$ cat src/hdl/csim_pkg.sv
// Shared types and constants for the cosine similarity threshold block.
`timescale 1ns / 1ps
package csim_pkg;

  localparam int ELEM_W        = 8;
  localparam int SUM_W         = 28;
  localparam int THR_W         = 16;
  localparam int VECTOR_LENGTH = 4096;

  // Each sum saturates at the largest value a full-length vector can reach.
  localparam logic [63:0] SUM_CAP_FULL = 64'd65025 * 64'(VECTOR_LENGTH);
  localparam logic [SUM_W-1:0] SUM_CAP =
    (SUM_CAP_FULL > 64'h0FFF_FFFF) ? {SUM_W{1'b1}} : SUM_W'(SUM_CAP_FULL);

  // floor(0.29 * 65536)
  localparam logic [THR_W-1:0] THRESH_RESET = 16'd19005;

  typedef enum logic [3:0] {
    S_IDLE,
    S_MUL_AB,
    S_MUL_AA,
    S_MUL_BB,
    S_ACC_BB,
    S_SQ_DOT,
    S_SQ_THR,
    S_MUL_NORM,
    S_MUL_LO,
    S_MUL_HI,
    S_CMP,
    S_RES
  } csim_state_t;

  typedef struct packed {
    logic              last;
    logic [ELEM_W-1:0] elem_b;
    logic [ELEM_W-1:0] elem_a;
  } csim_req_t;

  typedef struct packed {
    logic [SUM_W-1:0] norm_sq_b;
    logic [SUM_W-1:0] norm_sq_a;
    logic [SUM_W-1:0] dot_sum;
    logic             zero_norm;
    logic             same;
  } csim_res_t;

endpackage

$ cat src/hdl/csim_engine.sv
// Sequencer and shared 32x32 multiplier that accumulate and run the threshold test.
`timescale 1ns / 1ps
module csim_engine (
  input  logic                      clk,
  input  logic                      rst_n,
  input  logic                      start,
  input  csim_pkg::csim_req_t       req,
  input  logic [csim_pkg::THR_W-1:0] threshold,
  output logic                      idle,
  output logic                      res_valid,
  input  logic                      res_ready,
  output csim_pkg::csim_res_t       res
);
  import csim_pkg::*;

  csim_state_t      state_r, state_nxt;
  csim_req_t        req_r;
  logic [31:0]      op_x, op_y;
  logic [63:0]      mul_p;
  logic [63:0]      prod_r;
  logic [SUM_W-1:0] dot_r, sq_a_r, sq_b_r;
  logic [55:0]      d2_r;
  logic [31:0]      t2_r;
  logic [23:0]      p_hi_r;
  logic [31:0]      ahi_r;
  logic             same_r;
  logic             zero_w;
  logic [56:0]      rhs_w;

  // Add an element product to a sum, clamping at the cap.
  function automatic logic [SUM_W-1:0] sat_add(input logic [SUM_W-1:0] acc,
                                               input logic [15:0] inc);
    logic [SUM_W:0] s;
    s = {1'b0, acc} + (SUM_W+1)'(inc);
    return (s > {1'b0, SUM_CAP}) ? SUM_CAP : s[SUM_W-1:0];
  endfunction

  // Hold the state register
  always_ff @(posedge clk) begin
    if (!rst_n) begin
      state_r <= S_IDLE;
    end else begin
      state_r <= state_nxt;
    end
  end

  // Step through the element and compare sequences
  always_comb begin
    state_nxt = state_r;
    unique case (state_r)
      S_IDLE:     if (start) state_nxt = S_MUL_AB;
      S_MUL_AB:   state_nxt = S_MUL_AA;
      S_MUL_AA:   state_nxt = S_MUL_BB;
      S_MUL_BB:   state_nxt = S_ACC_BB;
      S_ACC_BB:   state_nxt = req_r.last ? S_SQ_DOT : S_IDLE;
      S_SQ_DOT:   state_nxt = S_SQ_THR;
      S_SQ_THR:   state_nxt = S_MUL_NORM;
      S_MUL_NORM: state_nxt = S_MUL_LO;
      S_MUL_LO:   state_nxt = S_MUL_HI;
      S_MUL_HI:   state_nxt = S_CMP;
      S_CMP:      state_nxt = S_RES;
      S_RES:      if (res_ready) state_nxt = S_IDLE;
      default:    state_nxt = S_IDLE;
    endcase
  end

  // Pick the operands of the shared multiplier
  always_comb begin
    op_x = '0;
    op_y = '0;
    unique case (state_r)
      S_MUL_AB: begin
        op_x = 32'(req_r.elem_a);
        op_y = 32'(req_r.elem_b);
      end
      S_MUL_AA: begin
        op_x = 32'(req_r.elem_a);
        op_y = 32'(req_r.elem_a);
      end
      S_MUL_BB: begin
        op_x = 32'(req_r.elem_b);
        op_y = 32'(req_r.elem_b);
      end
      S_SQ_DOT: begin
        op_x = 32'(dot_r);
        op_y = 32'(dot_r);
      end
      S_SQ_THR: begin
        op_x = 32'(threshold);
        op_y = 32'(threshold);
      end
      S_MUL_NORM: begin
        op_x = 32'(sq_a_r);
        op_y = 32'(sq_b_r);
      end
      S_MUL_LO: begin
        op_x = t2_r;
        op_y = prod_r[31:0];
      end
      S_MUL_HI: begin
        op_x = t2_r;
        op_y = 32'(p_hi_r);
      end
      default: begin
        op_x = '0;
        op_y = '0;
      end
    endcase
  end

  assign mul_p = op_x * op_y;

  // dot^2 * 2^32 > t^2 * p reduces to dot^2 > (t^2 * p_hi) + upper half of (t^2 * p_lo)
  assign zero_w = (sq_a_r == '0) || (sq_b_r == '0);
  assign rhs_w  = {1'b0, prod_r[55:0]} + 57'(ahi_r);

  // Capture the item, move products into their holding registers and register the compare
  always_ff @(posedge clk) begin
    prod_r <= mul_p;
    if (state_r == S_IDLE && start) begin
      req_r <= req;
    end
    unique case (state_r)
      S_SQ_THR: d2_r   <= prod_r[55:0];
      S_MUL_NORM: t2_r <= prod_r[31:0];
      S_MUL_LO: p_hi_r <= prod_r[55:32];
      S_MUL_HI: ahi_r  <= prod_r[63:32];
      S_CMP:    same_r <= !zero_w && ({1'b0, d2_r} > rhs_w);
      default: ;
    endcase
  end

  // Accumulate the three sums; clear them once the result is taken
  always_ff @(posedge clk) begin
    if (!rst_n) begin
      dot_r  <= '0;
      sq_a_r <= '0;
      sq_b_r <= '0;
    end else begin
      unique case (state_r)
        S_MUL_AA: dot_r  <= sat_add(dot_r,  prod_r[15:0]);
        S_MUL_BB: sq_a_r <= sat_add(sq_a_r, prod_r[15:0]);
        S_ACC_BB: sq_b_r <= sat_add(sq_b_r, prod_r[15:0]);
        S_RES: begin
          if (res_ready) begin
            dot_r  <= '0;
            sq_a_r <= '0;
            sq_b_r <= '0;
          end
        end
        default: ;
      endcase
    end
  end

  assign idle          = (state_r == S_IDLE);
  assign res_valid     = (state_r == S_RES);
  assign res.same      = same_r;
  assign res.zero_norm = zero_w;
  assign res.dot_sum   = dot_r;
  assign res.norm_sq_a = sq_a_r;
  assign res.norm_sq_b = sq_b_r;

endmodule

$ cat src/hdl/cosine_similarity_threshold.sv
// Top level: stream ports, threshold register and output register around the engine.
`timescale 1ns / 1ps
// Takes two unsigned byte vectors as a stream of element pairs (in_tlast on the
// final pair) and returns one item per vector pair: the dot product, both sums
// of squares, a zero_norm flag and a same flag that is set when the cosine
// similarity exceeds threshold_q16 / 65536. Every element pair goes through one
// shared 32x32 multiplier three times, so a new pair is accepted only once the
// engine is idle again after the last one; the last pair adds six more
// multiplier and compare steps and a result hand-off state that waits for the
// output register to be free. Sums saturate at 65025 * VECTOR_LENGTH. Write
// cfg_data only between vectors; it takes effect for the next result.
module cosine_similarity_threshold (
  input  logic        clk,
  input  logic        rst_n,
  input  logic        in_tvalid,
  output logic        in_tready,
  input  logic [15:0] in_tdata,   // [7:0] elem_a, [15:8] elem_b
  input  logic        in_tlast,
  output logic        out_tvalid,
  input  logic        out_tready,
  output logic [87:0] out_tdata,  // [0] same, [1] zero_norm, [29:2] dot_sum,
                                  // [57:30] norm_sq_a, [85:58] norm_sq_b, [87:86] zero
  input  logic        cfg_valid,
  output logic        cfg_ready,
  input  logic [15:0] cfg_data    // threshold_q16
);
  import csim_pkg::*;

  csim_req_t        req;
  csim_res_t        eng_res;
  csim_res_t        out_r;
  logic             out_valid_r, out_valid_nxt;
  logic [THR_W-1:0] thr_r;
  logic             eng_idle;
  logic             eng_res_valid;
  logic             eng_res_ready;
  logic             start;

  // Threshold register, always writable
  assign cfg_ready = 1'b1;
  always_ff @(posedge clk) begin
    if (!rst_n) begin
      thr_r <= THRESH_RESET;
    end else if (cfg_valid && cfg_ready) begin
      thr_r <= cfg_data;
    end
  end

  // Hand an item to the engine whenever it is idle
  assign in_tready  = eng_idle;
  assign start      = in_tvalid && in_tready;
  assign req.elem_a = in_tdata[7:0];
  assign req.elem_b = in_tdata[15:8];
  assign req.last   = in_tlast;

  csim_engine u_engine (
    .clk       (clk),
    .rst_n     (rst_n),
    .start     (start),
    .req       (req),
    .threshold (thr_r),
    .idle      (eng_idle),
    .res_valid (eng_res_valid),
    .res_ready (eng_res_ready),
    .res       (eng_res)
  );

  // Load the output register when it is empty or being drained
  assign eng_res_ready = !out_valid_r || out_tready;

  always_comb begin
    out_valid_nxt = out_valid_r;
    if (eng_res_valid && eng_res_ready) begin
      out_valid_nxt = 1'b1;
    end else if (out_tready) begin
      out_valid_nxt = 1'b0;
    end
  end

  always_ff @(posedge clk) begin
    if (!rst_n) begin
      out_valid_r <= 1'b0;
    end else begin
      out_valid_r <= out_valid_nxt;
    end
  end

  always_ff @(posedge clk) begin
    if (eng_res_valid && eng_res_ready) begin
      out_r <= eng_res;
    end
  end

  assign out_tvalid = out_valid_r;
  assign out_tdata  = {2'b00, out_r};

endmodule

$ cat config.mk
export PLATFORM = sky130hd
export DESIGN_NAME = cosine_similarity_threshold
export DESIGN_NICKNAME = d
export VERILOG_FILES = /design/src/hdl/csim_pkg.sv /design/src/hdl/csim_engine.sv /design/src/hdl/cosine_similarity_threshold.sv
export SDC_FILE = /design/constraint.sdc
export NUM_CORES = 2
export LEC_CHECK = 0
export ABC_AREA = 1
export BUFFER_PORTS_ARGS = -buffer_cell sky130_fd_sc_hd__buf_2
export CAP_MARGIN = 20
export CORE_MARGIN = 5
export CORE_UTILIZATION = 25
export DETAILED_ROUTE_END_ITERATION = 7
export PLACE_DENSITY = 0.46
export SLEW_MARGIN = 30
export SYNTH_ARGS = -nofsm -noshare
export SYNTH_HDL_FRONTEND = slang
export SYNTH_SLANG_ARGS = --single-unit
$ cat constraint.sdc
create_clock -name clk -period 17 [get_ports clk]
set_input_delay 2.55 -clock clk [delete_from_list [all_inputs] [get_ports clk]]
set_output_delay 2.55 -clock clk [all_outputs]
set_load 0.01 [all_outputs]
======== Yosys cells after proc, flatten, opt, wreduce, memory -nomap -nowiden ========
Cells that the tools add are included.
word-level totals
  register bits after elaboration ......... 417
  input port bits ......................... 38
  output and inout port bits .............. 91
  word-level logic and storage cells ...... 79
operators by class
  add/sub/neg operators ................... 4
  multipliers ............................. 1
  order comparisons ....................... 4
  eq/ne operators ......................... 13
  mux-type cells .......................... 15
  reduce and logical (&&, ||, !) cells .... 22
operators with widths
  cell                  number
  $pmux 32 s7           1
  $pmux 32 s6           1
  $pmux 28 s2           3
  $mux 28               4
  $add 28x16->29        3
  $gt 29x28->1 const B  3
  $mul 32x32->64        1
  $add 56x32->57        1
  $gt 56x57->1          1
  $logic_not 28->1      2
  $pmux 4 s12           1
  $eq 4x3->1 const B    4
  $eq 4x4->1 const B    4
  $eq 4x2->1 const B    2
  $mux 4                2
  $reduce_and 2->1      4
  $reduce_bool 2->1     4
  $reduce_or 2->1       3
  $eq 4x1->1 const B    1
  $logic_and 1x1->1     4
  $logic_not 4->1       1
  $ne 2x1->1 const B    2
  $mux 3                1
  $logic_not 1->1       2
  other kinds (2)       4

======== Longest topological paths before layout ========
  depth after elaboration ................. 4
  depth in mapped cells ................... 43
  mapped depth without buffers ............ 40

======== By module ========
A second synthesis with hierarchy kept.
second synthesis, totals
  cell total of the unflattened synthesis .. 6896
  area, all modules ....................... 56061.3 um^2
by module, submodules not included
  module                       instances  cells each  area an instance (um^2)  sequential area each (um^2)
  csim_engine                  1          6728        52836.9                  7907.6
  cosine_similarity_threshold  1          168         3224.3                   2922.8

======== Worst setup path after synthesis ========
No wires, ideal clock.
  path kind ............................... reg2reg
  start ................................... register u_engine.state_r[1]
  end ..................................... register u_engine.prod_r[53]
  library setup time ...................... 0.072 ns
  arrival time ............................ 8.488 ns
  data required time ...................... 16.928 ns
  slack ................................... 8.440 ns
  stages on the path, launching flop included .. 40
  buffers on the path ..................... 3
  period minus slack after synthesis ...... 8.560 ns
  path through ............................ dfxtp_1 > buf_2 > inv_1 > nor2_1 > inv_1 > nor2_4 > inv_1 > buf_2 > o21ai_0 > nor2_2 > inv_1 > buf_2 > nand2_1 > fa_1 > inv_1 > fa_1 > inv_1 > fa_1 > (+4 left out) > fa_1 > fa_1 > fa_1 > inv_1 > ha_1 > nand2_1 > nor2_1 > inv_1 > nor2_1 > nand3_1 > inv_1 > nand2_1 > nand3_1 > nand2_1 > nand2_1 > a21oi_1 > o21ai_0 > xor2_1
between the ends
  word-level cells in the longest chain between the ends .. 4
  elaborated cells on any way between the ends .. 14
  those cells by class .................... mul (1); eq/ne (8); mux (2); reduce/logical (3)
ends and longest elaborated chain
  element                                     line                source
  start: declaration                          csim_engine.sv:16   csim_state_t state_r, state_nxt;
  start signal: assignment                    csim_engine.sv:43   state_r <= state_nxt;
  $eq 4x1->1 (tied with other cells)          csim_engine.sv:71   unique case (state_r)
  $reduce_or 2->1 (no source line)            -
  $pmux 32 s7 or $pmux 32 s6 (tied branches)  csim_engine.sv:71
  $mul 32x32->64 *                            csim_engine.sv:111  assign mul_p = op_x * op_y;
  named net u_engine.mul_p[53]                csim_engine.sv:19   logic [63:0] mul_p;
  end signal: assignment                      csim_engine.sv:119  prod_r <= mul_p;
  end: declaration                            csim_engine.sv:20   logic [63:0] prod_r;
The timed path passes the listed nets; every way through them passes the cells marked *.
A chain may end at the register's enable or synchronous reset.

======== Final worst setup path ========
  start ................................... register u_engine.state_r[0]
  end ..................................... register u_engine.prod_r[40]
The elaborated chain is that of the path after synthesis.

==> results by group <==
Status
  – Status: finished, final reports clean

STA
  – Clk_skew: 0.03782 ns
  – Total negative slack: 0 ns
  – RSZ-0062 raised after global routing: no
  – Setup WS post-layout: 6.446 ns
  – Worst Tran Pin Value: 1.082 ns
  – Fin. Hold Viols: 0
  – Slew HR: 0.2767
  – Final Cycle Share: 0.6208
  – Crit path time final: 10.55 ns
  – Slew Viols, Final: 0
  – Setup violators final: 0
  – Max Clock Freq: 0.09475 GHz

Worst setup path
  – Arrival time at the worst endpoint: 11.06 ns
  – Crit path max fanout: 31
  – CP max stage delay: 0.63 ns
  – Worst Setup Start Kind: flip-flop
  – Critical path class: reg2reg
  – Slowest cell on the critical path: nor2_4
  – Critical path required time: 17.51 ns
  – CP endpoint kind: flip-flop

Global route
  – GR Util met3: 0.02167
  – GRT Residual Overflow: 0
  – Pin count of the biggest net entering global routing: 93
  – First-pass GRT wire length: 328.7 mm
  – Total Routing Usage GR: 0.1863
  – GR Util met1: 0.2647
  – Number of global-route vias before repair: 48.58k
  – Initial antenna violation count: 16
  – Met2 usage: 0.3020
  – Top Usage Layer GRT: met2

Detailed routing
  – Pre-antenna DRT Iters: 6
  – Residual DRC: 0
  – Routed length per instance: 21.74 um
  – Post-route ant nets: 0
  – Via count: 47.41k
  – Vias per cell: 4.637
  – DR iter-0 viols: 3713
  – Final wirelength: 222.2 mm

Yosys
  – Mapped Cells: 7099
  – Ys flop type: edfxtp_1
  – Share of the synthesized area in the top cell type: 0.3181
  – Synth Warn #: 0
  – FF+latch count, synth: 417
  – Synth area leader: fa_1
  – Post-synth top cells: 1748 x nand2_1, 1540 x inv_1, 900 x fa_1
  – Largest cells by area after synthesis: fa_1 32%, edfxtp_1 13%, nand2_1 12%
  – Sequential share of the synthesized area: 0.1912
  – Netlist cell types: 53
  – Synth Cell Area: 56640 um2
  – Count leader, synth: nand2_1
  – Mean post-synth cell area: 7.978 um2
  – EDFF count, synth: 248
  – Asr flop ratio synth: 0

Placement
  – DP Worst Slack: 6.493 ns
  – GP Congestion: 0.9344
  – Detailed Place HPWL: 179.0 mm
  – PortBufs: 125

CTS
  – Clock Sinks: 417
  – CTS clk-pin slew, worst paths: 0.06 ns
  – Root buffer cell: clkbuf_16
  – Num CTS Buffers: 51
  – Clock latency at the later pin of the worst-skew pair: 0.66 ns
  – # hold bufs at CTS: 0
  – Deepest clock path buffer count: 3
  – Post-CTS Setup Inserts: 0
  – H-tree Lvls: 2
  – PostCTS Resize Cnt: 0
  – CTS tree: yes

Cells and area
  – Share of layout cells above drive strength 1: 0.05659
  – Area delta synth->final: 10.76%
  – # nets final: 8521

Die
  – Num rows: 174
  – I/O pins: 129
  – Initial Util: 0.2516
  – Die area: 236200 um2
  – Die Ht: 486.0 um
  – Die Wd: 486.0 um
  – Core Footprint: 225100 um2

Worst hold path
  – Hold WC Path Type: reg2reg

Power
  – Worst VDD drop: 0.08006 mV
  – Pwr per Cell Area: 49.27 nW/um2
  – Cell leakage power: 30.32 nW

Flow run
  – MaxCap Viol Count: 0
==> kinds of logic after synthesis <==
family / synth area share
adder cells (fa/ha/maj): 0.4063
XOR/XNOR: 0.02150
buffers and inverters: 0.1213
flip-flops: 0.1912
other: 0.0001326
AO/OA/AOI/OAI: 0.05357
AND/OR/NAND/NOR: 0.2060
==> sequential cells by signal, summed over array words and instances, names as in the netlist <==
| signal | cells |
|---|---|
| u_engine.same_r | 1 |
| out_tvalid | 1 |
| u_engine.sq_b_r | 28 |
| thr_r | 16 |
| u_engine.t2_r | 32 |
| u_engine.ahi_r | 32 |
| u_engine.sq_a_r | 28 |
| u_engine.prod_r | 64 |
| u_engine.d2_r | 56 |
| u_engine.dot_r | 28 |
| u_engine.state_r | 4 |
| u_engine.req_r | 17 |
| out_tdata | 86 |
| u_engine.p_hi_r | 24 |
==> area by class of cell <==
class	instances	area, um2
fill	24601	162400
multi-input combinational	4900	39020
sequential	417	10830
inverter	1574	5911
tap	2992	3744
timing repair buffer	240	1493
clock buffer	69	1394
clock inverter	27	322.8
antenna	5	12.51
==> through the flow <==
step             util  area (um2)  instances  total power [mW]  hold WS [ns]
5_1_grt        0.2786       62720      10219             3.250        0.4190
6_report       0.2787       62730      10224             3.091        0.4124
2_1_floorplan       -       56640       7100             1.640        0.3855
4_1_cts        0.2786       62720      10219             3.115        0.4121
3_5_place_dp   0.2710       61000      10123             1.976        0.3956
3_3_place_gp   0.2710       60990      10123             1.972        0.3874
==> critical path: cells and delay by family (launching register included) <==
kind	cells	cell delay (ns)
buf+inv	9	1.65
flops	1	0.44
simple gates	8	2.07
compound gates	6	1.90
fa+ha+maj	9	4.30
==> per-layer routing <==
metal | up-vias | part of all wire
li1 | 21591 | -
met1 | 23967 | 0.46
met2 | 1561 | 0.45
met3 | 291 | 0.059
met4 | 2 | 0.028
met5 | - | 0.000045
==> worst paths after layout <==
| path | start | to | slack (ns) | cells after the start |
|---|---|---|---|---|
| worst max register to register | u_engine.state_r[0] | u_engine.prod_r[40] | 6.45 | 32 |
| worst min-delay path | u_engine.prod_r[58] | u_engine.ahi_r[26] | 0.41 | 0 |
| worst min register to register | u_engine.prod_r[58] | u_engine.ahi_r[26] | 0.41 | 0 |
| worst max-delay path | u_engine.state_r[0] | u_engine.prod_r[40] | 6.45 | 32 |
==> cells in the final DEF, fill, tap and decap left out, drive strengths merged, types with 132 or more instances in the layout <==
master / count
a21oi: 288
buf: 240
dfxtp: 169
edfxtp: 248
fa: 900
ha: 399
inv: 1560
nand2: 1757
nand3: 235
nor2: 802
o21ai: 132
==> power by group <==
part	switching [mW]	internal, mW	total [mW]
registers	0.0295	1.09	1.12
clock network	0.482	0.646	1.13
logic	0.596	0.247	0.842
total	1.11	1.98	3.09
(Power assumes the default switching activity.)
